$ cat src/design/glt_pkg.sv
// Package for the glyph text layout block: sizes, codes and item types.
`timescale 1ns / 1ps

package glt_pkg;

    // Storage and coordinate sizes.
    localparam int TABLE_ENTRIES = 256;
    localparam int COORD_BITS    = 16;
    localparam int TBL_AW        = (TABLE_ENTRIES > 1) ? $clog2(TABLE_ENTRIES) : 1;
    localparam int CMP_BITS      = (COORD_BITS > 16) ? COORD_BITS : 16;
    localparam int EXT_BITS      = COORD_BITS + 2;

    // Item modes.
    localparam logic [1:0] MODE_LOAD  = 2'd0;
    localparam logic [1:0] MODE_BEGIN = 2'd1;
    localparam logic [1:0] MODE_CHAR  = 2'd2;

    // Configuration register indexes.
    localparam logic [2:0] CFG_GLYPH_W     = 3'd0;
    localparam logic [2:0] CFG_GLYPH_H     = 3'd1;
    localparam logic [2:0] CFG_GLYPH_GAP   = 3'd2;
    localparam logic [2:0] CFG_BLANK_ADV   = 3'd3;
    localparam logic [2:0] CFG_LEFT_X      = 3'd4;
    localparam logic [2:0] CFG_TOP_Y       = 3'd5;
    localparam logic [2:0] CFG_RIGHT_LIMIT = 3'd6;

    localparam logic [7:0] NEWLINE_CODE = 8'd10;

    typedef logic signed [COORD_BITS-1:0] coord_t;
    typedef logic [COORD_BITS-1:0]        ucoord_t;

    typedef struct packed {
        logic [1:0]  mode;
        logic [7:0]  char_code;
        logic        entry_present;
        logic [7:0]  entry_width;
        logic [15:0] start_cursor;
    } in_item_t;

    typedef struct packed {
        logic               draw_valid;
        logic signed [15:0] draw_x;
        logic signed [15:0] draw_y;
        logic [7:0]         draw_w;
        logic [15:0]        cursor_out;
        logic signed [15:0] bound_x;
        logic signed [15:0] bound_y;
        logic [15:0]        bound_w;
        logic [15:0]        bound_h;
    } out_item_t;

    typedef struct packed {
        logic [7:0]         glyph_w;
        logic [7:0]         glyph_h;
        logic signed [7:0]  glyph_gap;
        logic [7:0]         blank_adv;
        logic signed [15:0] left_x;
        logic signed [15:0] top_y;
        logic signed [15:0] right_limit;
    } cfg_t;

    typedef struct packed {
        logic       present;
        logic [7:0] width;
    } glyph_t;

    // Item as it waits for the table read data.
    typedef struct packed {
        logic [1:0]  mode;
        logic [7:0]  char_code;
        logic        in_range;
        logic [15:0] start_cursor;
        logic [15:0] col_prod;
        logic [15:0] row_prod;
    } stage_t;

endpackage

$ cat src/design/glyph_text_layout.sv
// Top level of the glyph text layout block: handshake, stages, config and checks.
`timescale 1ns / 1ps
// Path: an accepted item is registered in stage one, and its result is
// registered in the output register when stage one advances.
// Throughput: one item per cycle while the output is not stalled, set by one
// glyph table access on entry and one pen and box update per cycle in stage one.
// Reset: pen, cursor and box clear to zero, configuration takes its defaults,
// and the glyph table valid bits clear at once, so no clearing pass is needed.

module glyph_text_layout
    import glt_pkg::*;
(
    input  logic       clk,
    input  logic       rst_n,
    input  logic       in_valid,
    output logic       in_stall,
    input  in_item_t   in_data,
    output logic       out_valid,
    input  logic       out_stall,
    output out_item_t  out_data,
    input  logic       cfg_write,
    input  logic [2:0] cfg_index,
    input  logic [15:0] cfg_data
);

    // Configuration registers. Writes to an index past the list are dropped.
    cfg_t cfg_reg, cfg_next;

    always_comb
    begin
        cfg_next = cfg_reg;
        if (cfg_write)
        begin
            case (cfg_index)
                CFG_GLYPH_W:     cfg_next.glyph_w     = cfg_data[7:0];
                CFG_GLYPH_H:     cfg_next.glyph_h     = cfg_data[7:0];
                CFG_GLYPH_GAP:   cfg_next.glyph_gap   = cfg_data[7:0];
                CFG_BLANK_ADV:   cfg_next.blank_adv   = cfg_data[7:0];
                CFG_LEFT_X:      cfg_next.left_x      = cfg_data;
                CFG_TOP_Y:       cfg_next.top_y       = cfg_data;
                CFG_RIGHT_LIMIT: cfg_next.right_limit = cfg_data;
                default:
                begin
                    cfg_next = cfg_reg;
                end
            endcase
        end
    end

    always_ff @(posedge clk or negedge rst_n)
    begin
        if (!rst_n)
        begin
            cfg_reg.glyph_w     <= 8'd8;
            cfg_reg.glyph_h     <= 8'd9;
            cfg_reg.glyph_gap   <= 8'sd0;
            cfg_reg.blank_adv   <= 8'd8;
            cfg_reg.left_x      <= 16'sd0;
            cfg_reg.top_y       <= 16'sd0;
            cfg_reg.right_limit <= 16'sd640;
        end
        else
        begin
            cfg_reg <= cfg_next;
        end
    end

    // Handshake. Stage one holds an item whose table read data is now on the
    // memory output; it moves to the output register whenever that register
    // is empty or being drained, so a new item can enter every cycle while the output is not stalled.
    logic   in_accept;
    logic   out_free;
    logic   s1_adv;
    logic   s1_valid_reg, s1_valid_next;
    stage_t s1_item_reg;
    stage_t s1_item_next;
    logic   out_valid_reg, out_valid_next;
    out_item_t out_data_reg;
    out_item_t core_result;
    glyph_t rd_entry;
    glyph_t wr_entry;
    logic   in_range;

    assign out_free  = !out_valid_reg || !out_stall;
    assign s1_adv    = s1_valid_reg && out_free;
    assign in_stall  = s1_valid_reg && !out_free;
    assign in_accept = in_valid && !in_stall;
    assign in_range  = (int'(in_data.char_code) < TABLE_ENTRIES);

    // The begin item's cursor scaling products are formed on entry, so stage
    // one only adds them to the text origin.
    always_comb
    begin
        s1_item_next.mode         = in_data.mode;
        s1_item_next.char_code    = in_data.char_code;
        s1_item_next.in_range     = in_range;
        s1_item_next.start_cursor = in_data.start_cursor;
        s1_item_next.col_prod     = 16'(in_data.start_cursor[7:0]) * 16'(cfg_reg.glyph_w);
        s1_item_next.row_prod     = 16'(in_data.start_cursor[15:8]) * 16'(cfg_reg.glyph_h);
    end

    assign s1_valid_next  = in_accept ? 1'b1 : (s1_adv ? 1'b0 : s1_valid_reg);
    assign out_valid_next = s1_adv ? 1'b1 : (out_stall ? out_valid_reg : 1'b0);

    always_ff @(posedge clk or negedge rst_n)
    begin
        if (!rst_n)
        begin
            s1_valid_reg  <= 1'b0;
            out_valid_reg <= 1'b0;
        end
        else
        begin
            s1_valid_reg  <= s1_valid_next;
            out_valid_reg <= out_valid_next;
        end
    end

    always_ff @(posedge clk)
    begin
        if (in_accept)
        begin
            s1_item_reg <= s1_item_next;
        end
        if (s1_adv)
        begin
            out_data_reg <= core_result;
        end
    end

    // A load writes the table at acceptance; a character item reads it at
    // acceptance, so a load followed directly by a read of the same code
    // already sees the new entry.
    assign wr_entry.present = in_data.entry_present;
    assign wr_entry.width   = in_data.entry_width;

    glt_glyph_ram u_ram (
        .clk     (clk),
        .rst_n   (rst_n),
        .wr_en   (in_accept && (in_data.mode == MODE_LOAD) && in_range),
        .wr_addr (in_data.char_code[TBL_AW-1:0]),
        .wr_data (wr_entry),
        .rd_en   (in_accept && (in_data.mode == MODE_CHAR)),
        .rd_addr (in_data.char_code[TBL_AW-1:0]),
        .rd_data (rd_entry)
    );

    glt_pen_core u_core (
        .clk    (clk),
        .rst_n  (rst_n),
        .adv    (s1_adv),
        .cfg    (cfg_reg),
        .stage  (s1_item_reg),
        .entry  (rd_entry),
        .result (core_result)
    );

    assign out_valid = out_valid_reg;
    assign out_data  = out_data_reg;

    // Every accepted item occupies stage one in the following cycle.
    a_accept_fills_s1: assert property (@(posedge clk) disable iff (!rst_n)
        in_accept |=> s1_valid_reg)
        else $error("accepted item did not reach stage one");

    // Every item leaving stage one shows up as a result.
    a_adv_gives_out: assert property (@(posedge clk) disable iff (!rst_n)
        s1_adv |=> out_valid)
        else $error("stage one advance did not produce a result");

    // A begin item reports exactly the cursor it carried.
    a_begin_cursor: assert property (@(posedge clk) disable iff (!rst_n)
        s1_adv && (s1_item_reg.mode == MODE_BEGIN)
        |=> out_data.cursor_out == $past(s1_item_reg.start_cursor))
        else $error("begin item cursor mismatch");

    // Results without a glyph carry an all-zero draw rectangle.
    a_nodraw_zero: assert property (@(posedge clk) disable iff (!rst_n)
        out_valid && !out_data.draw_valid
        |-> (out_data.draw_w == 8'd0) && (out_data.draw_x == 16'sd0)
            && (out_data.draw_y == 16'sd0))
        else $error("draw fields set on a result without a glyph");

endmodule

$ cat src/design/glt_glyph_ram.sv
// Glyph table memory with per-entry valid bits and a registered read port.
`timescale 1ns / 1ps

module glt_glyph_ram
    import glt_pkg::*;
(
    input  logic              clk,
    input  logic              rst_n,
    input  logic              wr_en,
    input  logic [TBL_AW-1:0] wr_addr,
    input  glyph_t            wr_data,
    input  logic              rd_en,
    input  logic [TBL_AW-1:0] rd_addr,
    output glyph_t            rd_data
);

    glyph_t                   mem [TABLE_ENTRIES];
    glyph_t                   rd_data_reg;
    logic [TABLE_ENTRIES-1:0] valid_reg;
    logic                     rd_hit_reg;

    always_ff @(posedge clk)
    begin
        if (wr_en)
        begin
            mem[wr_addr] <= wr_data;
        end
        if (rd_en)
        begin
            rd_data_reg <= mem[rd_addr];
        end
    end

    // An entry never written reads as absent with zero width.
    always_ff @(posedge clk or negedge rst_n)
    begin
        if (!rst_n)
        begin
            valid_reg  <= '0;
            rd_hit_reg <= 1'b0;
        end
        else
        begin
            if (wr_en)
            begin
                valid_reg[wr_addr] <= 1'b1;
            end
            if (rd_en)
            begin
                rd_hit_reg <= valid_reg[rd_addr];
            end
        end
    end

    assign rd_data = rd_hit_reg ? rd_data_reg : '0;

endmodule

$ cat src/design/glt_pen_core.sv
// Pen, cursor and bounding box state with the per-item update logic.
`timescale 1ns / 1ps

module glt_pen_core
    import glt_pkg::*;
(
    input  logic      clk,
    input  logic      rst_n,
    input  logic      adv,
    input  cfg_t      cfg,
    input  stage_t    stage,
    input  glyph_t    entry,
    output out_item_t result
);

    coord_t      pen_x_reg, pen_x_next;
    coord_t      pen_y_reg, pen_y_next;
    coord_t      box_x_reg, box_x_next;
    coord_t      box_y_reg, box_y_next;
    ucoord_t     box_w_reg, box_w_next;
    ucoord_t     box_h_reg, box_h_next;
    logic [15:0] cursor_reg, cursor_next;

    always_comb
    begin
        logic                       is_nl;
        logic                       wrap;
        logic                       present;
        logic [7:0]                 gw;
        coord_t                     px;
        coord_t                     py;
        logic [15:0]                cur;
        logic signed [CMP_BITS-1:0] pen_cmp;
        logic signed [CMP_BITS-1:0] lim_cmp;
        logic signed [EXT_BITS-1:0] nw;
        logic signed [EXT_BITS-1:0] nh;
        logic                       x_lt;
        logic                       y_lt;

        pen_x_next  = pen_x_reg;
        pen_y_next  = pen_y_reg;
        box_x_next  = box_x_reg;
        box_y_next  = box_y_reg;
        box_w_next  = box_w_reg;
        box_h_next  = box_h_reg;
        cursor_next = cursor_reg;
        result      = '0;

        is_nl   = (stage.char_code == NEWLINE_CODE);
        pen_cmp = CMP_BITS'(pen_x_reg);
        lim_cmp = CMP_BITS'(cfg.right_limit);
        wrap    = is_nl || (pen_cmp >= lim_cmp);
        px      = wrap ? COORD_BITS'(cfg.left_x) : pen_x_reg;
        py      = wrap ? coord_t'(pen_y_reg + COORD_BITS'(cfg.glyph_h)) : pen_y_reg;
        cur     = wrap ? {cursor_reg[15:8] + 8'd1, 8'h00} : cursor_reg;
        present = stage.in_range && entry.present;
        gw      = present ? entry.width : cfg.glyph_w;
        x_lt    = (px < box_x_reg);
        y_lt    = (py < box_y_reg);
        nw      = x_lt ? EXT_BITS'(gw)
                       : EXT_BITS'(px) + EXT_BITS'(gw) - EXT_BITS'(box_x_reg);
        nh      = y_lt ? EXT_BITS'(cfg.glyph_h)
                       : EXT_BITS'(py) + EXT_BITS'(cfg.glyph_h) - EXT_BITS'(box_y_reg);

        case (stage.mode)
            MODE_BEGIN:
            begin
                cursor_next = stage.start_cursor;
                pen_x_next  = coord_t'(COORD_BITS'(stage.col_prod) + COORD_BITS'(cfg.left_x));
                pen_y_next  = coord_t'(COORD_BITS'(stage.row_prod) + COORD_BITS'(cfg.top_y));
                box_x_next  = '0;
                box_y_next  = '0;
                box_w_next  = '0;
                box_h_next  = '0;
            end
            MODE_CHAR:
            begin
                pen_x_next  = px;
                pen_y_next  = py;
                cursor_next = cur;
                if (!is_nl)
                begin
                    if (box_w_reg == '0)
                    begin
                        box_x_next = px;
                        box_y_next = py;
                        box_w_next = COORD_BITS'(gw);
                        box_h_next = COORD_BITS'(cfg.glyph_h);
                    end
                    else
                    begin
                        box_x_next = x_lt ? px : box_x_reg;
                        box_y_next = y_lt ? py : box_y_reg;
                        if (nw > $signed(EXT_BITS'(box_w_reg)))
                        begin
                            box_w_next = nw[COORD_BITS-1:0];
                        end
                        if (nh > $signed(EXT_BITS'(box_h_reg)))
                        begin
                            box_h_next = nh[COORD_BITS-1:0];
                        end
                    end
                    if (present)
                    begin
                        result.draw_valid = 1'b1;
                        result.draw_x     = 16'(px);
                        result.draw_y     = 16'(py);
                        result.draw_w     = entry.width;
                        pen_x_next = coord_t'(px + COORD_BITS'(entry.width)
                                              + COORD_BITS'(cfg.glyph_gap));
                    end
                    else
                    begin
                        pen_x_next = coord_t'(px + COORD_BITS'(cfg.blank_adv));
                    end
                    cursor_next = cur + 16'd1;
                end
            end
            default:
            begin
                // Table loads and the unused mode leave the layout state alone.
            end
        endcase

        result.cursor_out = cursor_next;
        result.bound_x    = 16'(box_x_next);
        result.bound_y    = 16'(box_y_next);
        result.bound_w    = 16'(box_w_next);
        result.bound_h    = 16'(box_h_next);
    end

    always_ff @(posedge clk or negedge rst_n)
    begin
        if (!rst_n)
        begin
            pen_x_reg  <= '0;
            pen_y_reg  <= '0;
            box_x_reg  <= '0;
            box_y_reg  <= '0;
            box_w_reg  <= '0;
            box_h_reg  <= '0;
            cursor_reg <= '0;
        end
        else if (adv)
        begin
            pen_x_reg  <= pen_x_next;
            pen_y_reg  <= pen_y_next;
            box_x_reg  <= box_x_next;
            box_y_reg  <= box_y_next;
            box_w_reg  <= box_w_next;
            box_h_reg  <= box_h_next;
            cursor_reg <= cursor_next;
        end
    end

endmodule
$ cat config.mk
export PLATFORM = sky130hd
export DESIGN_NAME = glyph_text_layout
export DESIGN_NICKNAME = d
export VERILOG_FILES = /design/src/design/glt_pkg.sv /design/src/design/glyph_text_layout.sv /design/src/design/glt_glyph_ram.sv /design/src/design/glt_pen_core.sv
export SDC_FILE = /design/constraint.sdc
export NUM_CORES = 2
export LEC_CHECK = 0
export ABC_AREA = 1
export BUFFER_PORTS_ARGS = -buffer_cell sky130_fd_sc_hd__buf_2
export CORE_MARGIN = 10
export CORE_UTILIZATION = 45
export CTS_CLUSTER_SIZE = 28
export DETAILED_ROUTE_END_ITERATION = 10
export PLACE_DENSITY = 0.69
export SYNTH_ARGS = -nofsm -noshare
export SYNTH_HDL_FRONTEND = slang
export SYNTH_HIERARCHICAL = 1
export SYNTH_SLANG_ARGS = --single-unit
$ cat constraint.sdc
create_clock -name clk -period 8.9 [get_ports clk]
set_input_delay 0.445 -clock clk [delete_from_list [all_inputs] [get_ports clk]]
set_output_delay 0.445 -clock clk [all_outputs]
set_load 0.01 [all_outputs]
# ---- Word level (Yosys, flattened, before mapping)
# Memory sizes are Yosys's and may differ from the RTL's. A register that Yosys moved wholly into a read port is not among the register bits.
# Cells that the tools add are included.
dict set report classes {
  order_cmp 7
  n_mul 2
  reduce_logical 27
  n_eq_ne 11
  n_bitwise 3
  mux 40
  add_sub_neg 12
}
# cell count
set ops {}
lappend ops {{$mux W16} 18}
lappend ops {{$or A256 B256 Y256} 1}
lappend ops {{$pmux W16 S2} 7}
lappend ops {{$add A16 B16 Y16} 3}
lappend ops {{$add A16 B8 Y16} 3}
lappend ops {{$mux W41} 1}
lappend ops {{$gt A18 B17 Y1} 2}
lappend ops {{$mux W18} 2}
lappend ops {{$sub A18 B18 Y18} 2}
lappend ops {{$add A16 B9 Y17} 2}
lappend ops {{$lt A16 B16 Y1} 2}
lappend ops {{$mul A8 B8 Y16} 2}
lappend ops {{$add A16 B1 Y16 const B} 1}
lappend ops {{$ge A16 B16 Y1} 1}
lappend ops {{$logic_not A16 Y1} 1}
lappend ops {{$reduce_and A2 Y1} 8}
lappend ops {{$eq A3 B3 Y1 const B} 3}
lappend ops {{$lt A8 B9 Y1 const B} 1}
lappend ops {{$mux W9} 1}
lappend ops {{$add A8 B1 Y8 const B} 1}
lappend ops {{$bmux W1 S8} 1}
lappend ops {{$demux W1 S8} 1}
lappend ops {{$eq A8 B4 Y1 const B} 1}
lappend ops {{$ge A8 B1 Y1 const B} 1}
lappend ops {{other kinds (16)} 36}
dict set report word_totals {
  n_memories 1
  ram_bits 2304
  word_cells 135
  out_inout_bits 123
  reg_bits 630
}
# memory depth width rd rd_clocked_by_memory_dff wr line_no
set mem_list {}
lappend mem_list {u_ram.mem 256 9 1 1 1 glt_glyph_ram.sv:17} ;# glyph_t mem [TABLE_ENTRIES];

# ---- Logic depth before layout (Yosys ltp)
dict set report depth {
  word_depth 11
  mapped_depth 51
  depth_no_buf 47
}

# ---- Cells and area by module
# The synthesis kept the hierarchy.
# mod seq_area_each_um2 instances area_per_inst_um2 cells_per_inst
set modules_own_cells {}
lappend modules_own_cells {glt_glyph_ram 75887.8 1 103116.4 8536}
lappend modules_own_cells {glt_pen_core 2802.7 1 16030.4 2481}
lappend modules_own_cells {glyph_text_layout 7434.6 1 13153.9 1236}

# ---- Least setup slack after synthesis
# Ideal clock, no wire load.
dict set report synth_timing {
  kind {input -> register}
  startpoint {input out_stall}
  endpoint {register u_core.box_x_reg[0]}
  required_time_ns 8.759
  arrival_time_ns 7.959
  stages 7
  slack_ns 0.800
  path_buffers 3
  cell_sequence {a21oi_1 clkbuf_1 clkinv_1 nor2_1 clkbuf_1 clkbuf_1 o22ai_1}
}
dict set report synth_between {
  elab_chain_cells 3
}
# element line_no
set synth_rtl {}
lappend synth_rtl {{start, declared} glyph_text_layout.sv:19} ;# input logic out_stall,
lappend synth_rtl {{$logic_not A1 Y1} glyph_text_layout.sv:84} ;# assign out_free = !out_valid_reg || !out_stall;
lappend synth_rtl {{$logic_or A1 B1 Y1} glyph_text_layout.sv:84}
lappend synth_rtl {{$logic_and A1 B1 Y1} glyph_text_layout.sv:85} ;# assign s1_adv = s1_valid_reg && out_free;
lappend synth_rtl {{end signal, assigned} glt_pen_core.sv:148} ;# box_x_reg <= box_x_next;
lappend synth_rtl {{end, declared} glt_pen_core.sv:18} ;# coord_t box_x_reg, box_x_next;
# Every way passes these cells.
# A chain may end at the register's enable or synchronous reset.

==> results.toml <==
[routing]
routed_via_density = 5.71
drtPass1Iterations = 6
drc_errors = 0
postRouteWirelength_um = 372000
ant_nets = 0
route.vias.total = 93300
drt_iter0_drc = 11700
wl_per_cell_um = 22.7

[worst_hold_path]
hold_path.class = "primary input to flip-flop"

[floorplan]
dieArea_um2 = 316000
start_util_pct = 45.1
die_w_um = 562
num_rows = 199
die-height_um = 562
io_pins = 182
coreArea_um2 = 293000

[critical_path]
worstReg2RegStart = "cfg_reg[7]"
r2r_setup_slack_ns = 1.23
crit_path_start_kind = "flip-flop"
path_delay_family = "simple AND/OR/NAND/NOR gates"
cp.depth = 40
crit_buf_inv = 4
cp.required_ns = 9.62
reg2regPathDepth = 40
arrival_ns = 8.40
crit_top_cell = "nand2_1"
crit_start = "cfg_reg[7]"
crit_fanout = 29
cp-endpoint = "out_data[23]"
end_kind = "flip-flop"
rr_endpoint = "out_data[23]"
slowest_delay_ns = 0.60
crit_path_top_delay_cell = "a21oi_2"
path_class = "flip-flop to flip-flop"

[clocking]
htreeDepth = 5
numClockSinks = 2943
postCtsSetupBuffers = 0
hold_buffers = 32
cts_made_buffers = 313
post_cts_resize_count = 0
cts_tree = "yes"
clockRootBuffer = "clkbuf_16"
clk_pin_slew_worst_paths_ns = 0.06
insertion_delay_ns = 0.93
clk_path_buf_depth = 4

[power_and_ir_drop]
p_leak_uw = 0.0568
switching_share_pct = 35.8
p_per_area_nw_per_um2 = 304
pwr-share-comb_pct = 34.5
ir_worst_vdd_mv = 0.440
intPower_uw = 28700
seqPwrFrac_pct = 35.8
p_switching_uw = 16000
power_frac_clock_pct = 29.7

[final_layout]
largest_reg_flops = 2304
area_growth_pct = 11.1
multi_input_area_um2 = 40000
final_nets = 12600
regArea_um2 = 86100
n_fill_cell = 25700
drive_above_1_share_pct = 9.26

[global_route]
grt_max_degree = 198
grt_pass1_vias = 87000
grt_usage_pct = 22.5
grt_pass1_wl_um = 555000
overflow = 0
antenna_found_initial = 11

[synth]
netlist_instances = 12300
yosysUniqueCellTypes = 69
avgSynthCellArea_um2 = 10.8
ys.flop_type = "edfxtp_1"
synth_top_cell_by_area = "edfxtp_1"
synth.net_count = 12700
synthArstFlopShare_pct = 15.3
synth_edf_count = 2492
synth.yosys.warnings = 6
synth_top_area_share_pct = 56.6
synthesis.area_um2 = 132000
ys_seq_elements = 2943
yosysSeqAreaShare_pct = 65.1
synth_area_leaders = "edfxtp_1 (57%), dfrtp_1 (8.4%), nand2_1 (6.4%)"

[placed_design]
hpwlAfterDp_um = 219000
io_buffers = 181
place_congestion = 0.941
place_ws_ns = 1.33

[status]
status = "complete, no violations"

[timing]
maxSlewViolCount = 0
holdWs_ns = 0.0482
rsz0062_at_grt = "no"
finalHoldViolCount = 0
skew_ns = 0.0643
setup_viol = 0
fin_crit_ns = 7.67
timing.final.ws_setup_ns = 1.23
setup_tns_ns = 0
relSlewSlack_pct = 14.4
worstMarginPinSlew_ns = 1.28
fin_crit_sh_pct = 86.2
fmax_mhz = 130

[job]
cap_violations = 0
==> worst register-to-register path: cells and delay by family (launching register included) <==
| kind | cells | cell delay, ns |
|---|---|---|
| AO/OA/AOI/OAI | 9 | 2.17 |
| flip-flops | 1 | 0.53 |
| adder cells (fa/ha/maj) | 4 | 1.19 |
| AND/OR/NAND/NOR | 22 | 3.19 |
| XOR/XNOR | 1 | 0.13 |
| buffers and inverters | 4 | 0.31 |
==> power by group through the flow <==
stage	combinational [µW]	sequential, µW	clock [µW]
detailed placement	15100	16300	0
global placement	15100	16300	0
global route	17400	16000	14000
floorplan	11100	16200	0
CTS	15200	16000	13400
finish	15400	16000	13300
==> logic make-up after synthesis <==
kind of cell,after synthesis,share of synthesized area (%)
flip-flops,2943,65.1
buffers and inverters,1522,4.74
AO/OA/AOI/OAI,1966,8.08
AND/OR/NAND/NOR,5380,17.5
adder cells (fa/ha/maj),363,4.05
XOR/XNOR,76,0.514
multiplexers,2,0.0151
other,1,0.00283
==> layout make-up <==
| class | count | area share (%) |
|---|---|---|
| clock inverters | 152 | 1.17 |
| clock buffers | 430 | 6.01 |
| inverters | 788 | 2.03 |
| multi-input cells | 7788 | 27.2 |
| diodes | 5 | 0.00852 |
| repair buffers | 324 | 1.62 |
| flip-flops and latches | 2943 | 58.6 |
| well taps | 3919 | 3.34 |
==> cells in the mapped netlist, drive strengths merged, types with 22 or more instances <==
| master | n |
|---|---|
| fa | 108 |
| inv | 784 |
| nand3b | 22 |
| edfxtp | 2492 |
| dfrtp | 445 |
| o21ai | 1203 |
| nand2 | 2251 |
| nand4 | 44 |
| or2 | 270 |
| a21oi | 238 |
| xor2 | 58 |
| nor2 | 1274 |
| buf | 276 |
| nand3 | 1494 |
| ha | 255 |
| clkbuf | 458 |
| o22ai | 436 |
==> placed cells by master, fill, tap and decap left out, types with 43 or more instances in the layout <==
| cell | instances |
|---|---|
| nand3_1 | 1487 |
| buf_4 | 97 |
| a21oi_1 | 235 |
| clkbuf_16 | 322 |
| inv_1 | 761 |
| clkinv_2 | 48 |
| dfrtp_1 | 445 |
| buf_2 | 166 |
| xor2_1 | 56 |
| ha_1 | 254 |
| or2_2 | 266 |
| nand4_1 | 43 |
| edfxtp_1 | 2492 |
| o22ai_1 | 436 |
| clkbuf_1 | 72 |
| fa_1 | 108 |
| nor2_1 | 1257 |
| o21ai_0 | 1159 |
| nand2_1 | 2226 |
==> worst min-delay path by stage <==
stage	start	end	cells past startpoint	slack, ns
2_1_floorplan	rst_n	cfg_reg[0]	0	0.15
3_5_place_dp	u_ram/valid_reg[40]	u_ram/valid_reg[40]	1	0.45
6_report	in_data[18]	u_ram/mem[10][2]	1	0.05
4_1_cts	in_data[18]	u_ram/mem[10][2]	1	0.01
5_1_grt	in_data[20]	u_ram/mem[10][4]	1	0.04
3_3_place_gp	u_ram/valid_reg[93]	u_ram/valid_reg[93]	1	0.45
==> metal layers <==
| layer | up-vias | global-route usage (%) | routed length (µm) |
|---|---|---|---|
| met2 | 4564 | 34.9 | 169000 |
| li1 | 42500 | - | - |
| met1 | 45500 | 31.7 | 152000 |
| met4 | 2 | 8.46 | 15300 |
| met3 | 773 | 4.14 | 35500 |
| met5 | - | 0 | 9 |
==> metrics by stage <==
| step | util [%] | cell area (µm²) | total power, µW | cells |
|---|---|---|---|---|
| finish | 50.1 | 147000 | 44600 | 16300 |
| global route | 50.1 | 147000 | 47500 | 16300 |
| CTS | 50.1 | 147000 | 44600 | 16300 |
| detailed placement | 46.4 | 136000 | 31400 | 15700 |
| global placement | 46.4 | 136000 | 31300 | 15700 |
| floorplan | - | 132000 | 27300 | 12300 |
No activity file was read; power rests on OpenSTA's default activity.
